--- src/hw/rtl/assert_macros.svh ---
// ---------------------------------------------------------------------------
// Assertion macros
// Shared concurrent assertion forms, all disabled while reset is asserted.
// ---------------------------------------------------------------------------
`ifndef ASSERT_MACROS_SVH
`define ASSERT_MACROS_SVH

// prop must hold at every clock edge out of reset
`define ASSERT_ALWAYS(lbl, clk, rstn, prop) \
    lbl: assert property (@(posedge clk) disable iff (!rstn) (prop)) \
        else $error("%m: property violated");

// cons must hold in the same cycle as ante
`define ASSERT_IMPLY(lbl, clk, rstn, ante, cons) \
    lbl: assert property (@(posedge clk) disable iff (!rstn) (ante) |-> (cons)) \
        else $error("%m: implication violated");

// cons must hold in the cycle after ante
`define ASSERT_NEXT(lbl, clk, rstn, ante, cons) \
    lbl: assert property (@(posedge clk) disable iff (!rstn) (ante) |=> (cons)) \
        else $error("%m: next-cycle implication violated");

`endif

--- src/hw/rtl/bole_pkg.sv ---
// ---------------------------------------------------------------------------
// bole_pkg
// Operation and status codes, field widths and word types for the list engine.
// ---------------------------------------------------------------------------
package bole_pkg;

    localparam int OP_W    = 3;
    localparam int VAL_W   = 32;
    localparam int IDX_W   = 4;
    localparam int STAT_W  = 3;
    localparam int POS_W   = 4;
    localparam int COUNT_W = 5;

    typedef enum logic [OP_W-1:0] {
        OP_INS_HEAD = 3'd0,
        OP_INS_TAIL = 3'd1,
        OP_INS_IDX  = 3'd2,
        OP_RM_HEAD  = 3'd3,
        OP_RM_TAIL  = 3'd4,
        OP_RM_VAL   = 3'd5,
        OP_RM_IDX   = 3'd6,
        OP_SEARCH   = 3'd7
    } t_op;

    typedef enum logic [STAT_W-1:0] {
        ST_DONE  = 3'd0,
        ST_FULL  = 3'd1,
        ST_RANGE = 3'd2,
        ST_EMPTY = 3'd3,
        ST_MISS  = 3'd4
    } t_status;

    // one command word
    typedef struct packed {
        t_op                     op;
        logic signed [VAL_W-1:0] value;
        logic [IDX_W-1:0]        index;
    } t_cmd;

    // one result word
    typedef struct packed {
        t_status              status;
        logic                 found;
        logic [POS_W-1:0]     position;
        logic [COUNT_W-1:0]   count;
    } t_result;

endpackage

--- src/hw/rtl/bounded_ordered_list_engine_core.sv ---
// ---------------------------------------------------------------------------
// bounded_ordered_list_engine_core
// Bounded ordered list of signed 32-bit values with insert, remove and search.
// ---------------------------------------------------------------------------
//
//  channel  | handshake                 | word
//  ---------+---------------------------+-------------------------------------
//  command  | i_in_valid / o_in_ready   | i_op, i_value, i_index
//  result   | o_out_valid / i_out_ready | o_status, o_found, o_position, o_count
//
//  Entries sit in order in one RAM and are shifted or scanned one at a time.
//  A full, range or empty outcome and a tail removal touch no entry; an
//  insert or remove shifts the entries past its position, a search scans
//  from the head until a hit or the end, and a remove by value scans for
//  its value first and on a hit shifts as a remove does.
//  Reset clears count and control only (synchronous, active low). A held
//  result never blocks a command; a finished one waits while the slot is full.
// ---------------------------------------------------------------------------
module bounded_ordered_list_engine_core import bole_pkg::*; #(
    parameter int DEPTH = 16
) (
    input  logic                    i_clk,
    input  logic                    i_rst_n,
    // command channel
    input  logic                    i_in_valid,
    output logic                    o_in_ready,
    input  logic [OP_W-1:0]         i_op,
    input  logic signed [VAL_W-1:0] i_value,
    input  logic [IDX_W-1:0]        i_index,
    // result channel
    output logic                    o_out_valid,
    input  logic                    i_out_ready,
    output logic [STAT_W-1:0]       o_status,
    output logic                    o_found,
    output logic [POS_W-1:0]        o_position,
    output logic [COUNT_W-1:0]      o_count
);

    t_cmd    w_cmd;
    t_result w_res;
    logic    w_start;
    logic    w_idle;
    logic    w_done;
    logic    w_res_ready;

    logic    r_out_valid;
    t_result r_out;

    // command word goes straight to the sequencer, which latches it on start
    assign w_cmd.op    = t_op'(i_op);
    assign w_cmd.value = i_value;
    assign w_cmd.index = i_index;

    assign o_in_ready  = w_idle;
    assign w_start     = i_in_valid && w_idle;

    // result slot is free when empty or draining this cycle
    assign w_res_ready = !r_out_valid || i_out_ready;

    bole_seq #(
        .DEPTH (DEPTH)
    ) u_seq (
        .i_clk       (i_clk),
        .i_rst_n     (i_rst_n),
        .i_start     (w_start),
        .i_cmd       (w_cmd),
        .i_res_ready (w_res_ready),
        .o_idle      (w_idle),
        .o_done      (w_done),
        .o_res       (w_res)
    );

    // output register
    always_ff @(posedge i_clk) begin
        if (!i_rst_n) begin
            r_out_valid <= 1'b0;
        end else if (w_done) begin
            r_out_valid <= 1'b1;
        end else if (i_out_ready) begin
            r_out_valid <= 1'b0;
        end
    end

    always_ff @(posedge i_clk) begin
        if (w_done) begin
            r_out <= w_res;
        end
    end

    assign o_out_valid = r_out_valid;
    assign o_status    = r_out.status;
    assign o_found     = r_out.found;
    assign o_position  = r_out.position;
    assign o_count     = r_out.count;

endmodule

--- src/hw/rtl/bole_ram.sv ---
// ---------------------------------------------------------------------------
// bole_ram
// Generic simple dual-port RAM: one write port, one read port, registered read.
// ---------------------------------------------------------------------------
module bole_ram #(
    parameter int WIDTH = 32,
    parameter int DEPTH = 16
) (
    input  logic                             i_clk,
    input  logic                             i_we,
    input  logic [$clog2(DEPTH)-1:0]         i_waddr,
    input  logic [WIDTH-1:0]                 i_wdata,
    input  logic [$clog2(DEPTH)-1:0]         i_raddr,
    output logic [WIDTH-1:0]                 o_rdata
);

    logic [WIDTH-1:0] r_mem [DEPTH];
    logic [WIDTH-1:0] r_rdata;

    always_ff @(posedge i_clk) begin
        if (i_we) begin
            r_mem[i_waddr] <= i_wdata;
        end
        r_rdata <= r_mem[i_raddr];
    end

    assign o_rdata = r_rdata;

endmodule

--- src/hw/rtl/bole_seq.sv ---
// ---------------------------------------------------------------------------
// bole_seq
// Entry RAM and the sequencer that shifts, scans and counts over it.
// ---------------------------------------------------------------------------
`include "assert_macros.svh"

module bole_seq import bole_pkg::*; #(
    parameter int DEPTH = 16
) (
    input  logic    i_clk,
    input  logic    i_rst_n,
    input  logic    i_start,
    input  t_cmd    i_cmd,
    input  logic    i_res_ready,
    output logic    o_idle,
    output logic    o_done,
    output t_result o_res
);

    localparam int AW = $clog2(DEPTH);
    localparam int CW = $clog2(DEPTH + 1);
    localparam int XW = (CW > IDX_W) ? CW : IDX_W;

    typedef enum logic [4:0] {
        S_IDLE = 5'b00001,
        S_INS  = 5'b00010,
        S_REM  = 5'b00100,
        S_SCAN = 5'b01000,
        S_RESP = 5'b10000
    } t_state;

    t_state            r_state, n_state;
    logic [CW-1:0]     r_cnt, n_cnt;
    logic              r_pend, n_pend;
    logic [CW-1:0]     r_ptr, n_ptr;
    logic [CW-1:0]     r_pos, n_pos;
    logic [CW-1:0]     r_sidx, n_sidx;
    t_op               r_op, n_op;
    logic [VAL_W-1:0]  r_value, n_value;
    t_status           r_status, n_status;
    logic              r_found, n_found;
    logic [POS_W-1:0]  r_position, n_position;

    logic              w_we;
    logic [AW-1:0]     w_waddr;
    logic [VAL_W-1:0]  w_wdata;
    logic [AW-1:0]     w_raddr;
    logic [VAL_W-1:0]  w_rdata;

    logic              w_full, w_empty, w_idx_lt;
    logic [CW:0]       w_ptr_inc1, w_ptr_inc2, w_cnt_x;
    logic [CW-1:0]     w_ptr_dec1, w_ptr_dec2;
    logic              w_hit;

    bole_ram #(
        .WIDTH (VAL_W),
        .DEPTH (DEPTH)
    ) u_ram (
        .i_clk   (i_clk),
        .i_we    (w_we),
        .i_waddr (w_waddr),
        .i_wdata (w_wdata),
        .i_raddr (w_raddr),
        .o_rdata (w_rdata)
    );

    assign w_full     = (r_cnt == CW'(DEPTH));
    assign w_empty    = (r_cnt == '0);
    assign w_idx_lt   = (XW'(i_cmd.index) < XW'(r_cnt));
    assign w_cnt_x    = {1'b0, r_cnt};
    assign w_ptr_inc1 = {1'b0, r_ptr} + (CW+1)'(1);
    assign w_ptr_inc2 = {1'b0, r_ptr} + (CW+1)'(2);
    assign w_ptr_dec1 = r_ptr - CW'(1);
    assign w_ptr_dec2 = r_ptr - CW'(2);
    assign w_hit      = r_pend && (w_rdata == r_value);

    always_comb begin
        n_state    = r_state;
        n_cnt      = r_cnt;
        n_pend     = r_pend;
        n_ptr      = r_ptr;
        n_pos      = r_pos;
        n_sidx     = r_sidx;
        n_op       = r_op;
        n_value    = r_value;
        n_status   = r_status;
        n_found    = r_found;
        n_position = r_position;
        w_we       = 1'b0;
        w_waddr    = r_ptr[AW-1:0];
        w_wdata    = w_rdata;
        w_raddr    = '0;
        o_done     = 1'b0;

        case (r_state)
            S_IDLE: begin
                if (i_start) begin
                    n_op       = i_cmd.op;
                    n_value    = i_cmd.value;
                    n_status   = ST_DONE;
                    n_found    = 1'b0;
                    n_position = '0;
                    n_pend     = 1'b0;
                    n_ptr      = r_cnt;
                    case (i_cmd.op)
                        OP_INS_HEAD, OP_INS_TAIL, OP_INS_IDX: begin
                            if (w_full) begin
                                n_status = ST_FULL;
                                n_state  = S_RESP;
                            end else if (i_cmd.op == OP_INS_IDX &&
                                         i_cmd.index != '0 && !w_idx_lt) begin
                                n_status = ST_RANGE;
                                n_state  = S_RESP;
                            end else begin
                                if (i_cmd.op == OP_INS_HEAD) begin
                                    n_pos = '0;
                                end else if (i_cmd.op == OP_INS_TAIL) begin
                                    n_pos = r_cnt;
                                end else begin
                                    n_pos = CW'(i_cmd.index);
                                end
                                n_state = S_INS;
                            end
                        end
                        OP_RM_HEAD: begin
                            if (w_empty) begin
                                n_status = ST_EMPTY;
                                n_state  = S_RESP;
                            end else begin
                                n_ptr   = '0;
                                n_state = S_REM;
                            end
                        end
                        OP_RM_TAIL: begin
                            if (w_empty) begin
                                n_status = ST_EMPTY;
                            end else begin
                                n_cnt = r_cnt - CW'(1);
                            end
                            n_state = S_RESP;
                        end
                        OP_RM_VAL: begin
                            if (w_empty) begin
                                n_status = ST_EMPTY;
                                n_state  = S_RESP;
                            end else begin
                                n_ptr   = '0;
                                n_state = S_SCAN;
                            end
                        end
                        OP_RM_IDX: begin
                            if (w_empty) begin
                                n_status = ST_EMPTY;
                                n_state  = S_RESP;
                            end else if (w_idx_lt) begin
                                n_ptr   = CW'(i_cmd.index);
                                n_state = S_REM;
                            end else begin
                                n_status = ST_RANGE;
                                n_state  = S_RESP;
                            end
                        end
                        OP_SEARCH: begin
                            n_ptr   = '0;
                            n_state = S_SCAN;
                        end
                        default: begin
                            n_state = S_RESP;
                        end
                    endcase
                end
            end

            // shift entries up from the tail, then drop the value into the gap
            S_INS: begin
                if (!r_pend) begin
                    if (r_ptr == r_pos) begin
                        w_we    = 1'b1;
                        w_waddr = r_ptr[AW-1:0];
                        w_wdata = r_value;
                        n_cnt   = r_cnt + CW'(1);
                        n_state = S_RESP;
                    end else begin
                        w_raddr = w_ptr_dec1[AW-1:0];
                        n_pend  = 1'b1;
                    end
                end else begin
                    w_we    = 1'b1;
                    w_waddr = r_ptr[AW-1:0];
                    w_wdata = w_rdata;
                    n_ptr   = w_ptr_dec1;
                    w_raddr = w_ptr_dec2[AW-1:0];
                    n_pend  = (w_ptr_dec1 != r_pos);
                end
            end

            // close the gap at r_ptr by shifting the upper entries down
            S_REM: begin
                if (!r_pend) begin
                    if (w_ptr_inc1 >= w_cnt_x) begin
                        n_cnt   = r_cnt - CW'(1);
                        n_state = S_RESP;
                    end else begin
                        w_raddr = w_ptr_inc1[AW-1:0];
                        n_pend  = 1'b1;
                    end
                end else begin
                    w_we    = 1'b1;
                    w_waddr = r_ptr[AW-1:0];
                    w_wdata = w_rdata;
                    n_ptr   = w_ptr_inc1[CW-1:0];
                    w_raddr = w_ptr_inc2[AW-1:0];
                    n_pend  = (w_ptr_inc2 < w_cnt_x);
                end
            end

            // walk from the head; r_sidx tags the word on the read port
            S_SCAN: begin
                if (w_hit) begin
                    if (r_op == OP_SEARCH) begin
                        n_found    = 1'b1;
                        n_position = POS_W'(r_sidx);
                        n_state    = S_RESP;
                    end else begin
                        n_ptr   = r_sidx;
                        n_pend  = 1'b0;
                        n_state = S_REM;
                    end
                end else if (r_ptr < r_cnt) begin
                    w_raddr = r_ptr[AW-1:0];
                    n_sidx  = r_ptr;
                    n_ptr   = w_ptr_inc1[CW-1:0];
                    n_pend  = 1'b1;
                end else begin
                    n_status = ST_MISS;
                    n_state  = S_RESP;
                end
            end

            S_RESP: begin
                if (i_res_ready) begin
                    o_done  = 1'b1;
                    n_state = S_IDLE;
                end
            end

            default: begin
                n_state = S_IDLE;
            end
        endcase
    end

    always_ff @(posedge i_clk) begin
        if (!i_rst_n) begin
            r_state <= S_IDLE;
            r_cnt   <= '0;
            r_pend  <= 1'b0;
        end else begin
            r_state <= n_state;
            r_cnt   <= n_cnt;
            r_pend  <= n_pend;
        end
    end

    always_ff @(posedge i_clk) begin
        r_ptr      <= n_ptr;
        r_pos      <= n_pos;
        r_sidx     <= n_sidx;
        r_op       <= n_op;
        r_value    <= n_value;
        r_status   <= n_status;
        r_found    <= n_found;
        r_position <= n_position;
    end

    assign o_idle = (r_state == S_IDLE);

    assign o_res.status   = r_status;
    assign o_res.found    = r_found;
    assign o_res.position = r_position;
    assign o_res.count    = COUNT_W'(r_cnt);

    `ASSERT_ALWAYS(a_cnt_bound, i_clk, i_rst_n, r_cnt <= CW'(DEPTH))
    `ASSERT_IMPLY(a_we_in_shift, i_clk, i_rst_n, w_we, (r_state == S_INS) || (r_state == S_REM))
    `ASSERT_IMPLY(a_start_idle, i_clk, i_rst_n, i_start, r_state == S_IDLE)
    `ASSERT_NEXT(a_done_settles, i_clk, i_rst_n, o_done, (r_state == S_IDLE) && $stable(r_cnt))
    `ASSERT_IMPLY(a_full_cnt, i_clk, i_rst_n, o_done && (r_status == ST_FULL), w_full)

endmodule

--- config.mk ---
export PLATFORM = sky130hd
export DESIGN_NAME = bounded_ordered_list_engine_core
export DESIGN_NICKNAME = d
export VERILOG_FILES = /design/src/hw/rtl/bole_pkg.sv /design/src/hw/rtl/bounded_ordered_list_engine_core.sv /design/src/hw/rtl/bole_ram.sv /design/src/hw/rtl/bole_seq.sv
export VERILOG_INCLUDE_DIRS = /design/src /design/src/hw/rtl
export SDC_FILE = /design/constraint.sdc
export NUM_CORES = 1
export LEC_CHECK = 0
export ABC_AREA = 1
export BUFFER_PORTS_ARGS = -buffer_cell sky130_fd_sc_hd__clkbuf_2
export CAP_MARGIN = 5
export CORE_MARGIN = 5
export CORE_UTILIZATION = 45
export DETAILED_ROUTE_END_ITERATION = 6
export GPL_ROUTABILITY_DRIVEN = 1
export SYNTH_ARGS = -nofsm -noshare
export SYNTH_HDL_FRONTEND = slang
export SYNTH_SLANG_ARGS = --single-unit
--- constraint.sdc ---
create_clock -name i_clk -period 4.5 [get_ports i_clk]
set_input_delay 0.9 -clock i_clk [delete_from_list [all_inputs] [get_ports i_clk]]
set_output_delay 0.9 -clock i_clk [all_outputs]
set_load 0.05 [all_outputs]
# Yosys cells after proc, flatten, opt, wreduce, memory -nomap -nowiden

Memories as Yosys holds them, arrays and structs flattened. A register that Yosys moved wholly into a read port is not among the register bits.
Cells that the tools add are included.

Bits in registers: 83
Latch bits: 0
Memory bits (writable): 512
Bits in read-only memories: 0
Input port bits: 43
Output and inout bits: 15
Word-level logic and storage cells: 176
Memories kept: 1

Memories:

| memory            | words | bits a word | read ports | clocked after memory_dff | wr ports | RTL line       | source |
|---|---|---|---|---|---|---|---|
| u_seq.u_ram.r_mem | 16    | 32          | 1          | 1                        | 1        | bole_ram.sv:17 | `logic [WIDTH-1:0] r_mem [DEPTH];` |

Add/sub/neg operators: 6
$mul: 0
Div/mod/pow operators: 0
Magnitude comparators: 4
Eq/ne operators: 34
Shift operators: 0
Multiplexer cells: 83
Bitwise gates (word level): 4
Reductions and logical operators: 27

Operators with widths:

| operator                                                            | count |
|---|---|
| 5-bit two-way mux                                                   | 31 |
| 32-bit two-way mux                                                  | 3 |
| 4-bit two-way mux                                                   | 10 |
| 32-bit == test                                                      | 1 |
| 5-bit case mux with 3 select lines                                  | 2 |
| 5-bit case mux with 6 select lines                                  | 1 |
| 5-bit case mux with 5 select lines                                  | 1 |
| 5-bit case mux with 4 select lines                                  | 1 |
| 1-bit two-way mux                                                   | 19 |
| 2-bit by 1-bit != test with 1-bit output (second input constant)    | 9 |
| 3-bit == test (second input constant)                               | 5 |
| 3-bit two-way mux                                                   | 5 |
| 4-bit case mux with 3 select lines                                  | 1 |
| 4-bit AND reduction                                                 | 3 |
| 5-bit == test (second input constant)                               | 2 |
| 2-bit != test (second input constant)                               | 5 |
| 5-bit by 1-bit subtractor with 5-bit output (second input constant) | 2 |
| 3-bit case mux with 3 select lines                                  | 1 |
| 4-bit case mux with 2 select lines                                  | 1 |
| 8-bit AND reduction                                                 | 1 |
| 4-bit nonzero test                                                  | 2 |
| 7-bit AND reduction                                                 | 1 |
| 5-bit by 1-bit adder with 6-bit output (second input constant)      | 1 |
| 5-bit by 2-bit adder with 6-bit output (second input constant)      | 1 |
| 35 further kinds                                                    | 49 |

# Logic depth before layout (Yosys ltp)

Word-level depth: 8
Mapped depth: 22
Depth with buffers taken out: 20

# Hierarchy

Synthesis repeated with hierarchy kept, for this count alone.

Cells, all modules: 2908
Area total of the unflattened synthesis: 28561.1 sq um

Modules (own cells, without submodules):

| module                           | times used | cells an instance | area each (sq um) | seq. area each (sq um) |
|---|---|---|---|---|
| bole_ram                         | 1          | 2120              | 22730.6           | 16015.4 |
| bole_seq                         | 1          | 767               | 5386.4            | 1961.9 |
| bounded_ordered_list_engine_core | 1          | 21                | 444.2             | 410.4 |

# Least setup slack after synthesis

OpenSTA, ideal clock, no wires.

Path type: register -> register
Start: reg u_seq.r_state[3]
End: reg u_seq.r_ptr[0], enable pin
Library setup time: 0.351 ns
Arrival: 2.871 ns
Required time: 4.149 ns
Slack: 1.278 ns
Cell stages (with the launch flop): 10
Path buffers: 0
Clock period less this slack: 3.222 ns
Path through: dfxtp_1 nor2_2 nand2_1 nor3_2 nand2_1 inv_1 nor2_1 nand2_1 nand2_1 a21oi_1

Word-level cells in the longest chain between the ends: 4
Elaborated cells on any way between the ends: 12
Classes of those cells: 9 x eq/ne; 3 x reduce/logical

RTL lines:

| element                                            | RTL line                               | source |
|---|---|---|
| start: declaration                                 | bole_seq.sv:32                         | `t_state r_state, n_state;` |
| start signal: assignment                           | bole_seq.sv:259                        | `r_state <= n_state;` |
| 5-bit by 1-bit == test with 1-bit output *         | bole_seq.sv:276                        | `assign o_idle = (r_state == S_IDLE);` |
| via o_in_ready                                     | bounded_ordered_list_engine_core.sv:26 | `output logic o_in_ready,` |
| 1-bit logical AND                                  | bounded_ordered_list_engine_core.sv:55 | `assign w_start = i_in_valid && w_idle;` |
| 2-bit by 1-bit != test with 1-bit output (no line) | -                                      |  |
| 6-bit AND reduction (no line) *                    | -                                      |  |
| end signal: assignment                             | bole_seq.sv:266                        | `r_ptr <= n_ptr;` |
| end: declaration                                   | bole_seq.sv:35                         | `logic [CW-1:0] r_ptr, n_ptr;` |

Mark *: on every way through the listed nets, which the timed path passes. The rest lies on a longest branch.
A chain may end at the register's enable or synchronous reset.

# Worst setup path after layout

Start: reg u_seq.r_ptr[1]
End: reg u_seq.u_ram.r_rdata[10] (netlist: u_seq.u_ram.o_rdata[10]), read port of u_seq.u_ram.r_mem

Word-level cells in the longest chain between the ends: 5
Elaborated cells on any way between the ends: 14
Classes of those cells: 4 x add/sub; 2 x order compare; 1 x eq/ne; 7 x mux

RTL lines:

| element                                        | RTL line        | source |
|---|---|---|
| 5-bit by 1-bit adder with 6-bit output         | bole_seq.sv:71  | `assign w_ptr_inc1 = {1'b0, r_ptr} + (CW+1)'(1);` |
| 6-bit by 5-bit >= comparator with 1-bit output | bole_seq.sv:200 | `if (w_ptr_inc1 >= w_cnt_x) begin` |
| 4-bit two-way mux                              | bole_seq.sv:200 |  |
| 4-bit two-way mux                              | bole_seq.sv:199 | `if (!r_pend) begin` |
| 4-bit case mux with 3 select lines *           | bole_seq.sv:95  | `case (r_state)` |
| end: declaration                               | bole_ram.sv:18  | `logic [WIDTH-1:0] r_rdata;` |

Every way passes the cells marked *; elsewhere a longest branch is shown, timed or not.

==> reports/qor.yml <==
run_status:
  status: "complete, no violations"
critical_path:
  cp.arrival_ns: 4.35
  worstReg2RegStart: "u_seq.r_ptr[1]"
  critPathRequiredTime_ns: 4.98
  worstSetupPathType: "reg -> reg"
  r2r_end: "u_seq.u_ram.o_rdata[10]"
  r2r_cells: 17
  path_max_fanout: 95
  start_kind: "flop"
  rrSetupSlack_ns: 0.63
  crit_path_end_kind: "flop"
sta:
  maxSlewHeadroom_pct: 19.99
  hold_viol: 0
  setup_tns_ns: 0
  finalSetupViolCount: 0
  slew_viol_final: 0
  period_share_pct: 85.95
  timing.fmax_mhz: 258.6
  fin_ws_ns: 0.6324
  worstMarginPinSlew_ns: 1.192
  rsz0062_at_grt: "false"
  skew_ns: 0.01833
  finalCriticalPeriod_ns: 3.868
synthesis:
  synth_seq_area_share_pct: 62.72
  syn-instance-count: 2916
  synth_fa_ha_area_share_pct: 1.263
  ys_ff_latch: 627
  synth_top_family_by_area: "simple AND/OR/NAND/NOR gates"
  synth_compound_area_share_pct: 2.049
  synth-edff-count: 583
  synth_simple_gate_area_share_pct: 21.65
  avgSynthCellArea_um2: 10.05
  synth_mux_area_share_pct: 0.2305
  synth_ff_type: "edfxtp_1"
  yosys.cell_types.count: 50
  yosys_warnings: 0
  syn_area_um2: 29320
  synth_fp_nets: 2988
  async_reset_ff_share_pct: 0
  synth_xor_area_share_pct: 0.8024
place:
  gp_congestion: 0.8806
  dp_slack_ns: 0.7175
  dpl_cell_area_um2: 30610
  hpwl_um: 40890
  numPortBuffers: 57
global_route:
  grt.overflow.total: 0
  track_usage_pct: 22.12
  grt_pass1_wl_um: 121400
  antenna_found_initial: 0
  grt_max_degree: 129
  first_global_vias: 20810
route:
  drt_iter0_markers: 1944
  post-route-drc-count: 0
  drt-total-wl_um: 78910
  vias_per_cell: 5.519
  wl_per_cell_um: 20.51
  dr_total_vias: 21230
  ant_nets: 0
  first_pass_iters: 6
cells_and_area:
  antenna_cells: 0
  drive_gt1_share_pct: 9.425
  area_growth_pct: 12.14
  fin_nets: 3011
  fillers: 5723
  fin_util_pct: 51.00
  fin_area_um2: 32870
floorplan:
  io_pins: 58
  die_h_um: 265.2
  core_area_um2: 64460
  die_x_um: 265.2
  dieArea_um2: 70350
  rows: 93
  start_util_pct: 45.48
clocking:
  cts_resized: 0
  clkTransAtPathRegs_ns: 0.06
  cts_tree: "built"
  root_buffer: "clkbuf_16"
  cts_max_level: 3
  clkLatencyLatePin_ns: 0.60
  cts_made_buffers: 69
  cts_sinks: 627
  clockBufferDepth: 3
  hold_buffers: 0
  post_cts_buffers: 0
power:
  power_density_nw_per_um2: 411.3
  total_power_w: 0.01352
  swShare_pct: 23.54
  p_int_w: 0.01034
  power.switching_w: 0.003184
  power_frac_clock_pct: 41.8
  cellLeakagePower_nw: 13.81
  seqPwrFrac_pct: 49.7
  combPwrFrac_pct: 8.6
  vdd.ir_drop.worst_mv: 0.2487
job:
  drv_cap: 0
min_path:
  hold_path_depth: 0
  hold_class: "reg -> reg"
  whs_endpoint: "o_position[2]"
  hp-start: "u_seq.r_position[2]"
==> critical path, cell delays in order, from the launching register on <==
cell and delay [ns]:
edfxtp_1 0.57, ha_1 0.28, nand3_1 0.18, xor2_1 0.33, ha_1 0.29, inv_1 0.08
nor2_1 0.05, nor3_1 0.22, nand3_1 0.15, nand2_1 0.18, nand2_8 0.26, nand3_4 0.24
buf_12 0.40, nand2_1 0.10, nand3_1 0.09, nand3_1 0.10, nand3_1 0.11, nand2_1 0.07
==> layer usage <==
metal	global-route usage (%)	share of wire, %
met1	30.59	42
met2	35.96	47
met3	4.088	8.1
met4	6.685	2.6
met5	0	0
==> power by group through the flow <==
stage	Clock (W)	Combinational, W	Sequential, W
final	0.00565	0.00116	0.00672
after CTS	0.00573	0.00116	0.00671
after global routing	0.00601	0.00129	0.00672
after detailed placement	0	0.00116	0.00683
after global placement	0	0.00112	0.00683
after floorplan	0	0.000787	0.00679
==> final cells by class <==
type                    instances  area (um2)  share of cell area, %
flip-flops and latches        627       18390                  55.93
well taps                     855        1070                  3.254
repair buffers                124       988.4                  3.007
clock buffers                  97        2007                  6.105
inverters                     630        2367                  7.201
clock inverters                27       261.5                 0.7955
multi-input cells            1487        7792                  23.70
==> stage by stage <==
step / cells / hold WS, ns
finish: 3847 / 0.4186
global route: 3847 / 0.4317
CTS: 3847 / 0.4224
detailed placement: 3723 / 0.4090
global placement: 3723 / 0.4127
floorplan: 2916 / 0.4003
==> layout by cell type, fill, tap and decap left out, drive strengths merged, types with 2 or more instances in the layout <==
cell type  count
o22ai          5
nor4           5
buf           67
nor2         108
ha            28
bufinv         5
clkinv        22
nand3b         2
nand3        473
a31oi          3
a22oi          2
nor3          10
a21oi         26
clkbuf       154
nand2        451
o2111ai        6
edfxtp       583
xnor2         16
o211ai         9
a21o           2
mux2           6
xor2          10
dfxtp         44
clkinvlp       2
nand4        268
o21ai         44
o31ai          2
inv          628
==> flip-flops by register name, summed over array words and instances, names as in the netlist, 3 cells and up <==
signal / flops
u_seq.r_status: 3
u_seq.r_position: 4
o_position: 4
u_seq.r_pos: 5
u_seq.r_value: 32
o_count: 5
u_seq.u_ram.o_rdata: 32
u_seq.r_sidx: 5
u_seq.r_op: 3
u_seq.r_cnt: 5
u_seq.r_ptr: 5
u_seq.u_ram.r_mem: 512
o_status: 3
u_seq.r_state: 5
==> logic make-up after synthesis <==
family,Yosys count
xor gates and xnor gates,26
muxes,6
adders and majority gates,29
DFF,627
AOI/OAI and AO/OA,103
and+or+nand+nor,1323
buffers and inverters,802
==> Yosys cell counts, types with 2 or more instances <==
master       n  area share, %
a21o_1       2          0.051
a21oi_1     26           0.44
a22oi_1      2          0.051
a31oi_1      3          0.064
buf_1        3          0.038
buf_2      120            2.0
buf_4       37           0.95
clkbuf_1    11           0.14
clkinv_1     2          0.026
dfxtp_1     44            3.0
edfxtp_1   583             60
ha_1        28            1.2
inv_1      616            7.9
inv_2       12           0.15
mux2_2       6           0.23
nand2_1    447            5.7
nand2_2      4          0.085
nand3_1    469            8.0
nand3_2      4           0.14
nand3b_1     2          0.051
nand4_1    266            5.7
nor2_1     104            1.3
nor2_2       4          0.085
nor3_1       9           0.15
nor4_1       5           0.11
o2111ai_1    6           0.18
o211ai_1     9           0.23
o21ai_0     42           0.72
o22ai_1      5           0.11
o31ai_1      2          0.051
xnor2_1     15           0.45
xor2_1      10           0.30
==> how the worst max path moves through the flow <==
stage / from / to / depth (start not counted)
6_report: u_seq.r_ptr[1] / u_seq.u_ram.o_rdata[10] / 17
4_1_cts: u_seq.r_ptr[1] / u_seq.u_ram.o_rdata[2] / 17
2_1_floorplan: u_seq.r_state[3] / u_seq.r_ptr[0] / 9
3_3_place_gp: u_seq.r_ptr[1] / u_seq.u_ram.o_rdata[11] / 17
5_1_grt: u_seq.r_ptr[2] / u_seq.u_ram.o_rdata[1] / 19
3_5_place_dp: u_seq.r_ptr[2] / u_seq.u_ram.o_rdata[2] / 18
(Power assumes the default switching activity.)
